==> src/hw/rtl/mlt_pkg.sv <==
// shared types, constants and keyword tables for the tokenizer
package mlt_pkg;

   localparam int LINE_BITS_DEF   = 16;
   localparam int COLUMN_BITS_DEF = 12;
   localparam int LENGTH_BITS_DEF = 8;
   localparam int QUEUE_DEPTH_DEF = 4;

   localparam int KIND_BITS = 6;
   localparam int KW_COUNT  = 25;

   localparam logic [KIND_BITS-1:0] K_END   = 6'd0;
   localparam logic [KIND_BITS-1:0] K_ERR   = 6'd1;
   localparam logic [KIND_BITS-1:0] K_NUM   = 6'd2;
   localparam logic [KIND_BITS-1:0] K_IDENT = 6'd3;
   localparam logic [KIND_BITS-1:0] K_KW0   = 6'd16;

   typedef enum logic [2:0] {
      MODE_IDLE = 3'd0,
      MODE_CR   = 3'd1,
      MODE_NOTE = 3'd2,
      MODE_NUM  = 3'd3,
      MODE_WORD = 3'd4
   } mode_type;

   typedef logic [KW_COUNT-1:0] kw_mask_type;

   // keyword text, first character in the highest used byte
   localparam logic [159:0] KW_TEXT [KW_COUNT] = '{
      160'("TITLE"), 160'("NEURON"), 160'("UNITS"), 160'("PARAMETER"),
      160'("ASSIGNED"), 160'("STATE"), 160'("BREAKPOINT"), 160'("DERIVATIVE"),
      160'("PROCEDURE"), 160'("INITIAL"), 160'("UNITSOFF"), 160'("UNITSON"),
      160'("SUFFIX"), 160'({"NONSPECIFIC", "_CURRENT"}), 160'("USEION"), 160'("READ"),
      160'("WRITE"), 160'("RANGE"), 160'("LOCAL"), 160'("SOLVE"),
      160'("THREADSAFE"), 160'("GLOBAL"), 160'("METHOD"), 160'("if"), 160'("else")
   };

   localparam logic [4:0] KW_LEN [KW_COUNT] = '{
      5'd5, 5'd6, 5'd5, 5'd9, 5'd8, 5'd5, 5'd10, 5'd10, 5'd9, 5'd7, 5'd8, 5'd7,
      5'd6, 5'd19, 5'd6, 5'd4, 5'd5, 5'd5, 5'd5, 5'd5, 5'd10, 5'd6, 5'd6,
      5'd2, 5'd4
   };

   function automatic logic kw_char_hit(input int k, input logic [4:0] pos,
                                        input logic [7:0] b);
      logic [4:0] idx;
      idx = KW_LEN[k] - 5'd1 - pos;
      return KW_TEXT[k][{idx, 3'b000} +: 8] == b;
   endfunction

endpackage

==> src/hw/rtl/model_language_tokenizer.sv <==
// top level of the streaming source tokenizer
//
// input channel req_: one source byte per word, byte 0 marks end of input
// output channel rsp_: one token word (kind, start line, start column,
//   length, last_of_run); a byte yields zero, one or two token words,
//   last_of_run marks the final one of that byte
// the scanner takes one byte per cycle while req_stall is low; a token
//   is written into a four-entry queue when the byte that completes it is
//   taken, and then passes an output register on its way to rsp_
// output drains one token per cycle while rsp_stall is low, so bytes that
//   yield two tokens can fill the queue faster than it drains
// req_stall rises when the queue has fewer than two free entries
// rsp_stall holds the output word; the queue absorbs tokens until req_stall rises
// synchronous reset returns to line 1 column 1, no pending token,
//   no sticky error, empty queue
module model_language_tokenizer import mlt_pkg::*; #(
   parameter int LINE_BITS   = LINE_BITS_DEF,
   parameter int COLUMN_BITS = COLUMN_BITS_DEF,
   parameter int LENGTH_BITS = LENGTH_BITS_DEF
) (
   input  logic                   clock,
   input  logic                   reset,
   input  logic                   req_valid,
   output logic                   req_stall,
   input  logic [7:0]             req_source_byte,
   output logic                   rsp_valid,
   input  logic                   rsp_stall,
   output logic [KIND_BITS-1:0]   rsp_token_kind,
   output logic [LINE_BITS-1:0]   rsp_start_line,
   output logic [COLUMN_BITS-1:0] rsp_start_column,
   output logic [LENGTH_BITS-1:0] rsp_token_length,
   output logic                   rsp_last_of_run
);

   localparam int WIDTH = KIND_BITS + LINE_BITS + COLUMN_BITS + LENGTH_BITS + 1;

   logic                              step, full2, q_valid, q_take;
   logic [1:0]                        rec_count;
   logic [1:0][KIND_BITS-1:0]         rec_kind;
   logic [1:0][LINE_BITS-1:0]         rec_line;
   logic [1:0][COLUMN_BITS-1:0]       rec_column;
   logic [1:0][LENGTH_BITS-1:0]       rec_length;
   logic [1:0]                        rec_last;
   logic [1:0][WIDTH-1:0]             wr_data;
   logic [WIDTH-1:0]                  q_data, out_data;

   assign req_stall = full2;
   assign step      = req_valid && !full2;

   mlt_front #(
      .LINE_BITS(LINE_BITS), .COLUMN_BITS(COLUMN_BITS), .LENGTH_BITS(LENGTH_BITS)
   ) u_front (
      .clock, .reset, .step, .byte_in(req_source_byte),
      .rec_count, .rec_kind, .rec_line, .rec_column, .rec_length, .rec_last
   );

   always_comb begin
      for (int i = 0; i < 2; i++) begin
         wr_data[i] = {rec_kind[i], rec_line[i], rec_column[i], rec_length[i], rec_last[i]};
      end
   end

   mlt_queue #(.WIDTH(WIDTH), .DEPTH(QUEUE_DEPTH_DEF)) u_queue (
      .clock, .reset, .wr_count(step ? rec_count : 2'd0), .wr_data,
      .full2, .rd_valid(q_valid), .rd_take(q_take), .rd_data(q_data)
   );

   mlt_back #(.WIDTH(WIDTH)) u_back (
      .clock, .reset, .q_valid, .q_data, .q_take,
      .out_valid(rsp_valid), .out_stall(rsp_stall), .out_data
   );

   assign {rsp_token_kind, rsp_start_line, rsp_start_column, rsp_token_length,
           rsp_last_of_run} = out_data;

endmodule

==> src/hw/rtl/mlt_front.sv <==
// front end: scans source bytes and builds up to two token records per byte
module mlt_front import mlt_pkg::*; #(
   parameter int LINE_BITS   = LINE_BITS_DEF,
   parameter int COLUMN_BITS = COLUMN_BITS_DEF,
   parameter int LENGTH_BITS = LENGTH_BITS_DEF
) (
   input  logic                              clock,
   input  logic                              reset,
   input  logic                              step,
   input  logic [7:0]                        byte_in,
   output logic [1:0]                        rec_count,
   output logic [1:0][KIND_BITS-1:0]         rec_kind,
   output logic [1:0][LINE_BITS-1:0]         rec_line,
   output logic [1:0][COLUMN_BITS-1:0]       rec_column,
   output logic [1:0][LENGTH_BITS-1:0]       rec_length,
   output logic [1:0]                        rec_last
);

   mode_type               mode_ff, mode_in;
   logic [LENGTH_BITS-1:0] run_ff, run_in;
   logic [1:0]             point_ff, point_in;
   kw_mask_type            cand_ff, cand_in;
   logic                   sticky_ff, sticky_in;
   logic [LINE_BITS-1:0]   line_ff, line_in, tline_ff, tline_in;
   logic [COLUMN_BITS-1:0] col_ff, col_in, tcol_ff, tcol_in;

   logic                   a_valid, b_valid, skip;
   logic [KIND_BITS-1:0]   a_kind, b_kind;
   logic [LINE_BITS-1:0]   a_line, b_line;
   logic [COLUMN_BITS-1:0] a_col, b_col;
   logic [LENGTH_BITS-1:0] a_len, b_len;

   logic is_digit, is_letter, is_blank, is_op, ends_common, is_word_ch;
   logic [KIND_BITS-1:0] punct;

   function automatic kw_mask_type narrow(input kw_mask_type cand,
                                          input logic [LENGTH_BITS-1:0] rl,
                                          input logic [7:0] b);
      kw_mask_type r;
      r = cand;
      for (int k = 0; k < KW_COUNT; k++) begin
         if (rl >= LENGTH_BITS'(KW_LEN[k]) || !kw_char_hit(k, rl[4:0], b)) begin
            r[k] = 1'b0;
         end
      end
      return r;
   endfunction

   function automatic logic [KIND_BITS-1:0] word_kind(input kw_mask_type cand,
                                                      input logic [LENGTH_BITS-1:0] rl);
      logic [KIND_BITS-1:0] r;
      r = K_IDENT;
      for (int k = KW_COUNT - 1; k >= 0; k--) begin
         if (cand[k] && rl == LENGTH_BITS'(KW_LEN[k])) begin
            r = K_KW0 + KIND_BITS'(k);
         end
      end
      return r;
   endfunction

   always_comb begin
      is_digit   = byte_in >= "0" && byte_in <= "9";
      is_letter  = (byte_in >= "a" && byte_in <= "z") || (byte_in >= "A" && byte_in <= "Z");
      is_blank   = byte_in == 8'h20 || byte_in == 8'h09 || byte_in == 8'h0B ||
                   byte_in == 8'h0C;
      is_op      = byte_in == "+" || byte_in == "-" || byte_in == "*" || byte_in == "/" ||
                   byte_in == "^" || byte_in == "'";
      ends_common = byte_in == 8'h00 || is_blank || byte_in == 8'h0A || byte_in == 8'h0D ||
                    is_op || byte_in == ")" || byte_in == "," || byte_in == ":" ||
                    byte_in == "}";
      is_word_ch = is_digit || is_letter || byte_in == "_";
      unique case (byte_in)
         "=":     punct = 6'd4;
         "+":     punct = 6'd5;
         "-":     punct = 6'd6;
         "*":     punct = 6'd7;
         "/":     punct = 6'd8;
         "^":     punct = 6'd9;
         ",":     punct = 6'd10;
         "'":     punct = 6'd11;
         "{":     punct = 6'd12;
         "}":     punct = 6'd13;
         "(":     punct = 6'd14;
         ")":     punct = 6'd15;
         default: punct = K_END;
      endcase
   end

   always_comb begin
      mode_in   = mode_ff;
      run_in    = run_ff;
      point_in  = point_ff;
      cand_in   = cand_ff;
      sticky_in = sticky_ff;
      line_in   = line_ff;
      col_in    = col_ff;
      tline_in  = tline_ff;
      tcol_in   = tcol_ff;
      a_valid = 1'b0; a_kind = K_END; a_line = tline_ff; a_col = tcol_ff; a_len = '0;
      b_valid = 1'b0; b_kind = K_END; b_line = line_ff; b_col = col_ff; b_len = '0;
      skip = 1'b0;

      unique case (mode_ff)
         MODE_CR: begin
            mode_in = MODE_IDLE;
            if (byte_in == 8'h0A) begin
               if (line_in != '1) line_in = line_in + 1'b1;
               col_in = COLUMN_BITS'(1);
               skip = 1'b1;
            end else begin
               sticky_in = 1'b1;
               a_valid = 1'b1;
               a_kind = K_ERR;
            end
         end
         MODE_NOTE: begin
            if (byte_in != 8'h0A && byte_in != 8'h00) begin
               if (col_in != '1) col_in = col_in + 1'b1;
               skip = 1'b1;
            end
         end
         MODE_NUM: begin
            if (is_digit || byte_in == ".") begin
               if (byte_in == "." && point_in != 2'd3) point_in = point_in + 2'd1;
               if (run_in != '1) run_in = run_in + 1'b1;
               if (col_in != '1) col_in = col_in + 1'b1;
               skip = 1'b1;
            end else begin
               if (!ends_common) begin
                  if (run_in != '1) run_in = run_in + 1'b1;
                  sticky_in = 1'b1;
               end
               if (point_in > 2'd1) sticky_in = 1'b1;
               a_valid = 1'b1;
               a_kind = sticky_in ? K_ERR : K_NUM;
               a_len = run_in;
            end
         end
         MODE_WORD: begin
            if (is_word_ch) begin
               cand_in = narrow(cand_ff, run_ff, byte_in);
               if (run_in != '1) run_in = run_in + 1'b1;
               if (col_in != '1) col_in = col_in + 1'b1;
               skip = 1'b1;
            end else begin
               if (!(ends_common || byte_in == "(" || byte_in == "{" || byte_in == "=")) begin
                  if (run_in != '1) run_in = run_in + 1'b1;
                  sticky_in = 1'b1;
               end
               a_valid = 1'b1;
               a_kind = sticky_in ? K_ERR : word_kind(cand_ff, run_in);
               a_len = run_in;
            end
         end
         default: ;
      endcase

      if (!skip) begin
         mode_in = MODE_IDLE;
         priority if (byte_in == 8'h00) begin
            b_valid = 1'b1;
            b_kind = K_END;
         end else if (is_blank) begin
            if (col_in != '1) col_in = col_in + 1'b1;
         end else if (byte_in == 8'h0A) begin
            if (line_in != '1) line_in = line_in + 1'b1;
            col_in = COLUMN_BITS'(1);
         end else if (byte_in == 8'h0D) begin
            tline_in = line_in;
            tcol_in = col_in;
            if (col_in != '1) col_in = col_in + 1'b1;
            mode_in = MODE_CR;
         end else if (byte_in == ":") begin
            if (col_in != '1) col_in = col_in + 1'b1;
            mode_in = MODE_NOTE;
         end else if (is_digit || byte_in == ".") begin
            tline_in = line_in;
            tcol_in = col_in;
            run_in = LENGTH_BITS'(1);
            point_in = (byte_in == ".") ? 2'd1 : 2'd0;
            if (col_in != '1) col_in = col_in + 1'b1;
            mode_in = MODE_NUM;
         end else if (is_letter || byte_in == "_") begin
            tline_in = line_in;
            tcol_in = col_in;
            cand_in = narrow('1, '0, byte_in);
            run_in = LENGTH_BITS'(1);
            if (col_in != '1) col_in = col_in + 1'b1;
            mode_in = MODE_WORD;
         end else if (punct != K_END) begin
            b_valid = 1'b1;
            b_kind = punct;
            b_len = LENGTH_BITS'(1);
            if (col_in != '1) col_in = col_in + 1'b1;
         end else begin
            sticky_in = 1'b1;
            b_valid = 1'b1;
            b_kind = K_ERR;
            b_len = LENGTH_BITS'(1);
            if (col_in != '1) col_in = col_in + 1'b1;
         end
         b_line = line_ff;
         b_col = col_ff;
         if (mode_ff == MODE_NOTE || mode_ff == MODE_CR) begin
            b_line = line_ff;
            b_col = col_ff;
         end
      end
   end

   // position of an idle-lexed record is the position before this byte's own step
   always_comb begin
      rec_count  = {1'b0, a_valid} + {1'b0, b_valid};
      rec_kind   = '0;
      rec_line   = '0;
      rec_column = '0;
      rec_length = '0;
      rec_last   = 2'b00;
      if (a_valid) begin
         rec_kind[0] = a_kind; rec_line[0] = a_line;
         rec_column[0] = a_col; rec_length[0] = a_len; rec_last[0] = !b_valid;
         rec_kind[1] = b_kind; rec_line[1] = b_line;
         rec_column[1] = b_col; rec_length[1] = b_len; rec_last[1] = 1'b1;
      end else begin
         rec_kind[0] = b_kind; rec_line[0] = b_line;
         rec_column[0] = b_col; rec_length[0] = b_len; rec_last[0] = 1'b1;
      end
   end

   always_ff @(posedge clock) begin
      if (reset) begin
         mode_ff   <= MODE_IDLE;
         run_ff    <= '0;
         point_ff  <= '0;
         cand_ff   <= '1;
         sticky_ff <= 1'b0;
         line_ff   <= LINE_BITS'(1);
         col_ff    <= COLUMN_BITS'(1);
         tline_ff  <= LINE_BITS'(1);
         tcol_ff   <= COLUMN_BITS'(1);
      end else if (step) begin
         mode_ff   <= mode_in;
         run_ff    <= run_in;
         point_ff  <= point_in;
         cand_ff   <= cand_in;
         sticky_ff <= sticky_in;
         line_ff   <= line_in;
         col_ff    <= col_in;
         tline_ff  <= tline_in;
         tcol_ff   <= tcol_in;
      end
   end

endmodule

==> src/hw/rtl/mlt_queue.sv <==
// token queue: up to two writes and one read per cycle
module mlt_queue import mlt_pkg::*; #(
   parameter int WIDTH = 44,
   parameter int DEPTH = QUEUE_DEPTH_DEF
) (
   input  logic                  clock,
   input  logic                  reset,
   input  logic [1:0]            wr_count,
   input  logic [1:0][WIDTH-1:0] wr_data,
   output logic                  full2,
   output logic                  rd_valid,
   input  logic                  rd_take,
   output logic [WIDTH-1:0]      rd_data
);

   localparam int PTR_BITS = $clog2(DEPTH);

   logic [WIDTH-1:0]    mem [DEPTH];
   logic [PTR_BITS-1:0] wp_ff, rp_ff;
   logic [PTR_BITS:0]   cnt_ff;
   logic                pop;

   assign rd_valid = cnt_ff != '0;
   assign rd_data  = mem[rp_ff];
   assign pop      = rd_valid && rd_take;
   assign full2    = cnt_ff > (PTR_BITS+1)'(DEPTH - 2);

   always_ff @(posedge clock) begin
      if (wr_count != 2'd0) mem[wp_ff] <= wr_data[0];
      if (wr_count == 2'd2) mem[wp_ff + 1'b1] <= wr_data[1];
   end

   always_ff @(posedge clock) begin
      if (reset) begin
         wp_ff  <= '0;
         rp_ff  <= '0;
         cnt_ff <= '0;
      end else begin
         wp_ff  <= wp_ff + PTR_BITS'(wr_count);
         rp_ff  <= rp_ff + PTR_BITS'(pop);
         cnt_ff <= cnt_ff + (PTR_BITS+1)'(wr_count) - (PTR_BITS+1)'(pop);
      end
   end

endmodule

==> src/hw/rtl/mlt_back.sv <==
// back end: output register for token words
module mlt_back import mlt_pkg::*; #(
   parameter int WIDTH = 44
) (
   input  logic             clock,
   input  logic             reset,
   input  logic             q_valid,
   input  logic [WIDTH-1:0] q_data,
   output logic             q_take,
   output logic             out_valid,
   input  logic             out_stall,
   output logic [WIDTH-1:0] out_data
);

   logic             valid_ff;
   logic [WIDTH-1:0] data_ff;
   logic             load;

   assign load      = !valid_ff || !out_stall;
   assign q_take    = load;
   assign out_valid = valid_ff;
   assign out_data  = data_ff;

   always_ff @(posedge clock) begin
      if (reset) begin
         valid_ff <= 1'b0;
      end else if (load) begin
         valid_ff <= q_valid;
      end
   end

   always_ff @(posedge clock) begin
      if (load && q_valid) data_ff <= q_data;
   end

endmodule

==> config.mk <==
export PLATFORM = sky130hd
export DESIGN_NAME = model_language_tokenizer
export DESIGN_NICKNAME = d
export VERILOG_FILES = /design/src/hw/rtl/mlt_pkg.sv /design/src/hw/rtl/model_language_tokenizer.sv /design/src/hw/rtl/mlt_front.sv /design/src/hw/rtl/mlt_queue.sv /design/src/hw/rtl/mlt_back.sv
export SDC_FILE = /design/constraint.sdc
export NUM_CORES = 1
export LEC_CHECK = 0
export BUFFER_PORTS_ARGS = -buffer_cell sky130_fd_sc_hd__buf_4
export CORE_AREA = 5 5 202 204
export CTS_BUF_LIST = sky130_fd_sc_hd__clkbuf_2 sky130_fd_sc_hd__clkbuf_4 sky130_fd_sc_hd__clkbuf_8
export DETAILED_ROUTE_END_ITERATION = 7
export DIE_AREA = 0 0 207 209
export GPL_ROUTABILITY_DRIVEN = 0
export PLACE_DENSITY = 0.71
export SLEW_MARGIN = 25
export SYNTH_ARGS = -nofsm -noshare
export SYNTH_HDL_FRONTEND = slang
export SYNTH_SLANG_ARGS = --single-unit
==> constraint.sdc <==
create_clock -name clock -period 4.92 [get_ports clock]
set_input_delay 0.738 -clock clock [delete_from_list [all_inputs] [get_ports clock]]
set_output_delay 0.738 -clock clock [all_outputs]
set_load 0.005 [all_outputs]
* Word-level counts from Yosys, hierarchy flattened
Memories as Yosys holds them, arrays and structs flattened. A register that Yosys moved wholly into a read port is not among the register bits. Cells that the tools add are included.
Storage, ports and cells: memories 1, input port bits 12, register bits after elaboration 103, memory bits (writable) 172, output and inout port bits 45, word-level logic and storage cells 503
Cells by class: add/subtract/negate cells 21, shift operators 25, equality and inequality tests 85, muxes and demuxes 218, bitwise gates (word level) 4, reductions and logical operators 119, magnitude comparators 17
Memories:
- u_queue.mem | depth 4, width 43, read ports 1, clocked after memory_dff 1, wr ports 2, line mlt_queue.sv:18 | logic [WIDTH-1:0] mem [DEPTH];
Operators by type and width (number):
- $shiftx A160 B9 Y8 const A | 25
- $mux W25 | 10
- $mux W6 | 39
- $mux W16 | 14
- $mux W8 | 26
- $eq A8 B8 Y1 | 25
- $mux W12 | 16
- $eq A7 B8 Y1 const A | 16
- $eq A8 B6 Y1 const B | 12
- $mux W1 | 84
- $eq A8 B4 Y1 const B | 8
- $logic_or A1 B1 Y1 | 50
- $pmux W12 S4 | 1
- $pmux W4 S12 | 1
- $add A16 B1 Y16 const B | 2
- $eq A8 B3 Y1 const B | 4
- $eq A8 B7 Y1 const B | 4
- $ge A8 B3 Y1 const B | 4
- $logic_and A1 B1 Y1 | 32
- $ne A16 B16 Y1 const B | 2
- $pmux W8 S2 | 2
- $logic_not A1 Y1 | 29
- $mux W3 | 9
- $add A12 B1 Y12 const B | 2
- 44 further kinds | 72

* Depth between registers and ports, before layout
word-level depth 49, mapped depth 18, gate-level depth less buffers 16

* Modules after synthesis
From an unflattened synthesis, not the netlist that was laid out.
Second synthesis, totals: cells, all modules 2306, area, all modules 22178.8 sq um
By module, submodules not included:
- mlt_front | area each 12069.1 sq um, seq. area each 1901.8 sq um, instances 1, cells an instance 1793
- mlt_queue | area each 8750.9 sq um, seq. area each 5305.1 sq um, instances 1, cells an instance 462
- mlt_back | area each 1330.0 sq um, seq. area each 1311.3 sq um, instances 1, cells an instance 48
- model_language_tokenizer | area each 28.8 sq um, seq. area each 0.0 sq um, instances 1, cells an instance 3

* Worst setup path after synthesis
No wires, ideal clock.
path kind input to register, from input rsp_stall, to register u_queue.cnt_ff[2], cell stages on the path 9, library setup time 0.128 ns, arrival time 4.430 ns, buffers on the path 0, data required time 4.792 ns, path slack 0.362 ns, cells stage by stage a21oi_1 ha_1 inv_1 ha_1 inv_1 fa_1 xnor2_1 xnor2_1 nor2_1
Between the ends: word-level cells in the longest chain between the ends 4
Ends and longest elaborated chain:
- from (decl) | line model_language_tokenizer.sv:27 | input logic rsp_stall,
- $logic_not A1 Y1 | line mlt_back.sv:19 | assign load = !valid_ff || !out_stall;
- $logic_or A1 B1 Y1 | line mlt_back.sv:19
- $logic_and A1 B1 Y1 | line mlt_queue.sv:25 | assign pop = rd_valid && rd_take;
- $sub A3 B1 Y3 | line mlt_queue.sv:41 | cnt_ff <= cnt_ff + (PTR_BITS+1)'(wr_count) - (PTR_BITS+1)'(pop);
- to (signal assigned) | line mlt_queue.sv:41
- to (decl) | line mlt_queue.sv:20 | logic [PTR_BITS:0] cnt_ff;
No other way between the ends. A chain may end at the register's enable or synchronous reset.

* Worst setup path after layout
from register u_front.run_ff[1], to register u_front.cand_ff[5]
Between the ends: word-level cells in the longest chain between the ends 16, elaborated cells on any way between the ends 17, classes of those cells add/sub (1); order compare (1); eq/ne (1); shift (1); mux (11); reduce/logical (2)
Ends and longest elaborated chain:
- from (decl) | line mlt_front.sv:20 | logic [LENGTH_BITS-1:0] run_ff, run_in;
- from (signal assigned) | line mlt_front.sv:243 | run_ff <= run_in;
- $sub A3 B5 Y5 | line mlt_pkg.sv:47 | idx = KW_LEN[k] - 5'd1 - pos;
- $shiftx A160 B9 Y8 | line mlt_pkg.sv:48 | return KW_TEXT[k][{idx, 3'b000} +: 8] == b;
- $eq A8 B8 Y1 | line mlt_pkg.sv:48
- $logic_not A1 Y1 | line mlt_front.sv:42 | if (rl >= LENGTH_BITS'(KW_LEN[k]) || !kw_char_hit(k, rl[4:0], b)) begin
- $logic_or A1 B1 Y1 (*) | line mlt_front.sv:42
- $mux W1 (*) | line mlt_front.sv:42
- $mux W25 (*) | line mlt_front.sv:140 | if (is_word_ch) begin
- $mux W25 (*) | line mlt_front.sv:103 | unique case (mode_ff)
- $mux W25 | line mlt_front.sv:183 | end else if (is_letter || byte_in == "_") begin
- $mux W25 | line mlt_front.sv:176 | end else if (is_digit || byte_in == ".") begin
- $mux W25 | line mlt_front.sv:173 | end else if (byte_in == ":") begin
- $mux W25 | line mlt_front.sv:168 | end else if (byte_in == 8'h0D) begin
- $mux W25 | line mlt_front.sv:165 | end else if (byte_in == 8'h0A) begin
- $mux W25 | line mlt_front.sv:163 | end else if (is_blank) begin
- $mux W25 | line mlt_front.sv:160 | priority if (byte_in == 8'h00) begin
- $mux W25 (*) | line mlt_front.sv:158 | if (!skip) begin
- to (signal assigned) | line mlt_front.sv:245 | cand_ff <= cand_in;
- to (decl) | line mlt_front.sv:22 | kw_mask_type cand_ff, cand_in;
Every way passes the cells marked *; elsewhere a longest branch is shown, timed or not.

==> summary.txt <==
Timing
  • Hold Fails Final Rpt: 0
  • Fmax: 227.8 MHz
  • Final period utilization: 89.22%
  • Relative slew slack: 36.13%
  • Fin Hold WS: 426.5 ps
  • Layout Skew: 22.63 ps
  • Fin Setup TNS: 0 ps
  • Slew Limit Fails: 0
  • Post-route setup slack: 530.4 ps
  • RSZ-0062 raised after global routing: no
  • Final setup viols: 0
  • Pin slew with the least headroom to its limit: 958.1 ps
  • Min cycle time layout: 4390 ps

GRT
  • Vias in the first global route: 18120
  • Initial antenna violation count: 0
  • All-layer global routing usage: 29.08%
  • Remaining global-route overflow: 0
  • Largest net degree at the start of global routing: 71
  • First-pass GRT wire length: 103200 um

CTS
  • Setup Fix Bufs, Post-CTS: 0
  • Clk root buf: clkbuf_8
  • CTS tree: built
  • CTS resizes: 0
  • Worst skew pair latency: 600 ps
  • CTS Buf Count: 51
  • CTS clock-pin slew for the worst setup and hold paths: 70 ps
  • Hold buffers post-CTS: 0
  • Sink Count: 318
  • Clock Path Buffers: 3
  • H-tree depth: 2

Pwr
  • Tot Pwr: 8.418 mW
  • Cell Pwr Density: 363.6 nW/um^2
  • Max IR drop VDD: 0.2354 mV
  • Leakage: 7.919 nW

Finish
  • FF+latch area: 8160 um^2
  • Design Area, Final: 23150 um^2
  • Commonest cells after routing, fill and taps aside: nand2_1 (230), nor2_1 (181), edfxtp_1 (179)
  • Nets: 2365
  • Fillers: 3396
  • Inserted Diodes: 0
  • Post-route insts no fill: 2875
  • Most common cell after layout, fill and taps aside: nand2_1
  • Area of the multi-input gates: 11840 um^2
  • Share of cells above drive strength 1: 15.06%
  • Layout Area Growth over Synthesis: 10.63%
  • Post-layout util: 59.23%

Outcome
  • Status: complete, no violations

Logic synthesis
  • Synth Register Bits: 318
  • Main combinational cell family by area after synthesis: compound AO/OA/AOI/OAI gates
  • Post-Syn Nets: 2350
  • Post-synthesis cell area: 20930 um^2
  • FFs w/ async S/R, synth: 0%
  • Simple-Gate Fraction of Synth Area: 18.46%
  • Post-synthesis adder-cell area fraction: 2.726%
  • Cells after synthesis: 2293
  • Synth warn: 0
  • Mux contribution to synthesized area: 7.048%
  • Register area share after synthesis: 38.98%
  • Avg Cell Area, Syn: 9.127 um^2
  • Post-synthesis xor/xnor area fraction: 4.687%
  • EDFF count, synth: 179
  • Complex-gate fraction of the synthesized area: 23.52%
  • Unique masters post-synth: 104
  • Top FF cell, synth: edfxtp_1

Routing
  • Avg Vias per Cell: 6.722
  • Avg WL per Cell: 22.80 um
  • Antenna-violating nets left: 0
  • Final wirelength: 65560 um
  • DRT iter0 DRCs: 2558
  • # DRC: 0
  • DR pass1 iterations: 6
  • Vias: 19330

Placement
  • Area post-placement: 22010 um^2
  • HPWL after DPL: 46050 um
  • Port buffer count: 56
  • DP Cell Count: 2780
  • Post-Place Setup Slack: 132.2 ps

Hold path
  • Worst min path class: input port to register

Setup path
  • Crit Path Max Fanout: 19
  • CP most frequent cell: o21ai_0
  • Buf/Inv on CP: 4
  • CP Capture Type: register
  • Crit path cell chain: buf_4 > inv_1 > ha_1 > clkinv_1 > ha_1 > inv_1 > o21ai_0 > o21ai_0 > a21boi_0 > a41oi_1 > o21ai_0 > nand2_1 > nand2_1
  • CP required: 5440 ps
  • Crit path DAT: 4910 ps
  • Critical-path top delay cell: ha_1
  • Crit Path Class: register to register
  • Max incr delay on CP: 640 ps
  • Critical Path Start Type: register
  • Largest delay share family, worst path: compound AO/OA/AOI/OAI gates
  • Flop-to-flop setup slack: 530 ps

Floorplan
  • Die Span X: 207 um
  • # rows: 73
  • Num ports: 57
  • Die Span Y: 209 um
  • Core Box Area: 39090 um^2
  • Starting Density: 53.54%
  • Die ar.: 43260 um^2

Job
  • Max-Cap Viols: 0
==> where the power goes <==
part | switching, mW | internal (mW)
logic | 1.42 | 1.01
registers | 0.214 | 3.28
clock network | 1.06 | 1.43
total | 2.69 | 5.72
==> cells in the mapped netlist, types with 36 or more instances <==
library cell | n | share of area [%]
nor2_1 | 185 | 3.3
nand3_1 | 66 | 1.6
xnor2_1 | 91 | 3.8
edfxtp_1 | 179 | 26
ha_1 | 44 | 2.6
a31oi_1 | 36 | 1.1
o21ai_0 | 167 | 4.0
a22o_1 | 114 | 4.8
dfxtp_1 | 139 | 13
nand2_1 | 230 | 4.1
nor3_1 | 49 | 1.2
mux4_2 | 44 | 4.7
clkbuf_1 | 131 | 2.3
mux2i_1 | 36 | 1.7
inv_1 | 48 | 0.86
a21oi_1 | 136 | 3.3
==> flip-flops by register name, indices dropped and copies added (netlist names) <==
name               count
u_front.point_ff       2
u_front.col_ff        12
u_front.a_col         12
u_back.out_data       43
u_front.run_ff         8
u_front.cand_ff       25
u_front.mode_ff        3
u_queue.mem          172
u_back.out_valid       1
u_front.a_line        16
u_front.sticky_ff      1
u_queue.wp_ff          2
u_queue.rp_ff          2
u_queue.cnt_ff         3
u_front.line_ff       16
==> cells by family (layout without fill, tap and decap cells) <==
family,after synthesis,in the layout
xor+xnor,112,112
compound gates,714,714
flops,318,318
mux,91,91
simple gates,772,772
buf+inv,241,298
fa+ha+maj,45,45
==> routing by layer <==
metal / wire [um] / track usage [%] / up-vias
met1: 26820 / 41.19 / 9202
met3: 6847 / 4.579 / 213
met4: 2795 / 11.99 / 0
met5: 0 / 0 / -
li1: - / - / 8683
met2: 29100 / 44.82 / 1228
==> area by class of cell <==
type | instances | share of cell area (%)
Clock inverter | 8 | 0.4593
Tap cell | 525 | 2.837
Multi-Input combinational cell | 1734 | 51.12
Timing Repair Buffer | 149 | 4.993
Inverter | 54 | 0.8754
Clock buffer | 87 | 4.469
Sequential cell | 318 | 35.24
==> path summary, 6_finish.rpt <==
check,end,startpoint,cells after the start
hold reg to reg,u_queue.mem[2][42],u_queue.mem[2][42],2
hold / removal,u_back.out_valid,rsp_stall,3
setup / recovery,u_front.cand_ff[5],u_front.run_ff[1],13
setup reg to reg,u_front.cand_ff[5],u_front.run_ff[1],13
==> worst min-delay path, stage by stage <==
cell and delay (ps):
buf_4 120, nand2_1 60, a21oi_1 50
Note: power is estimated with default switching activity, not from simulation.
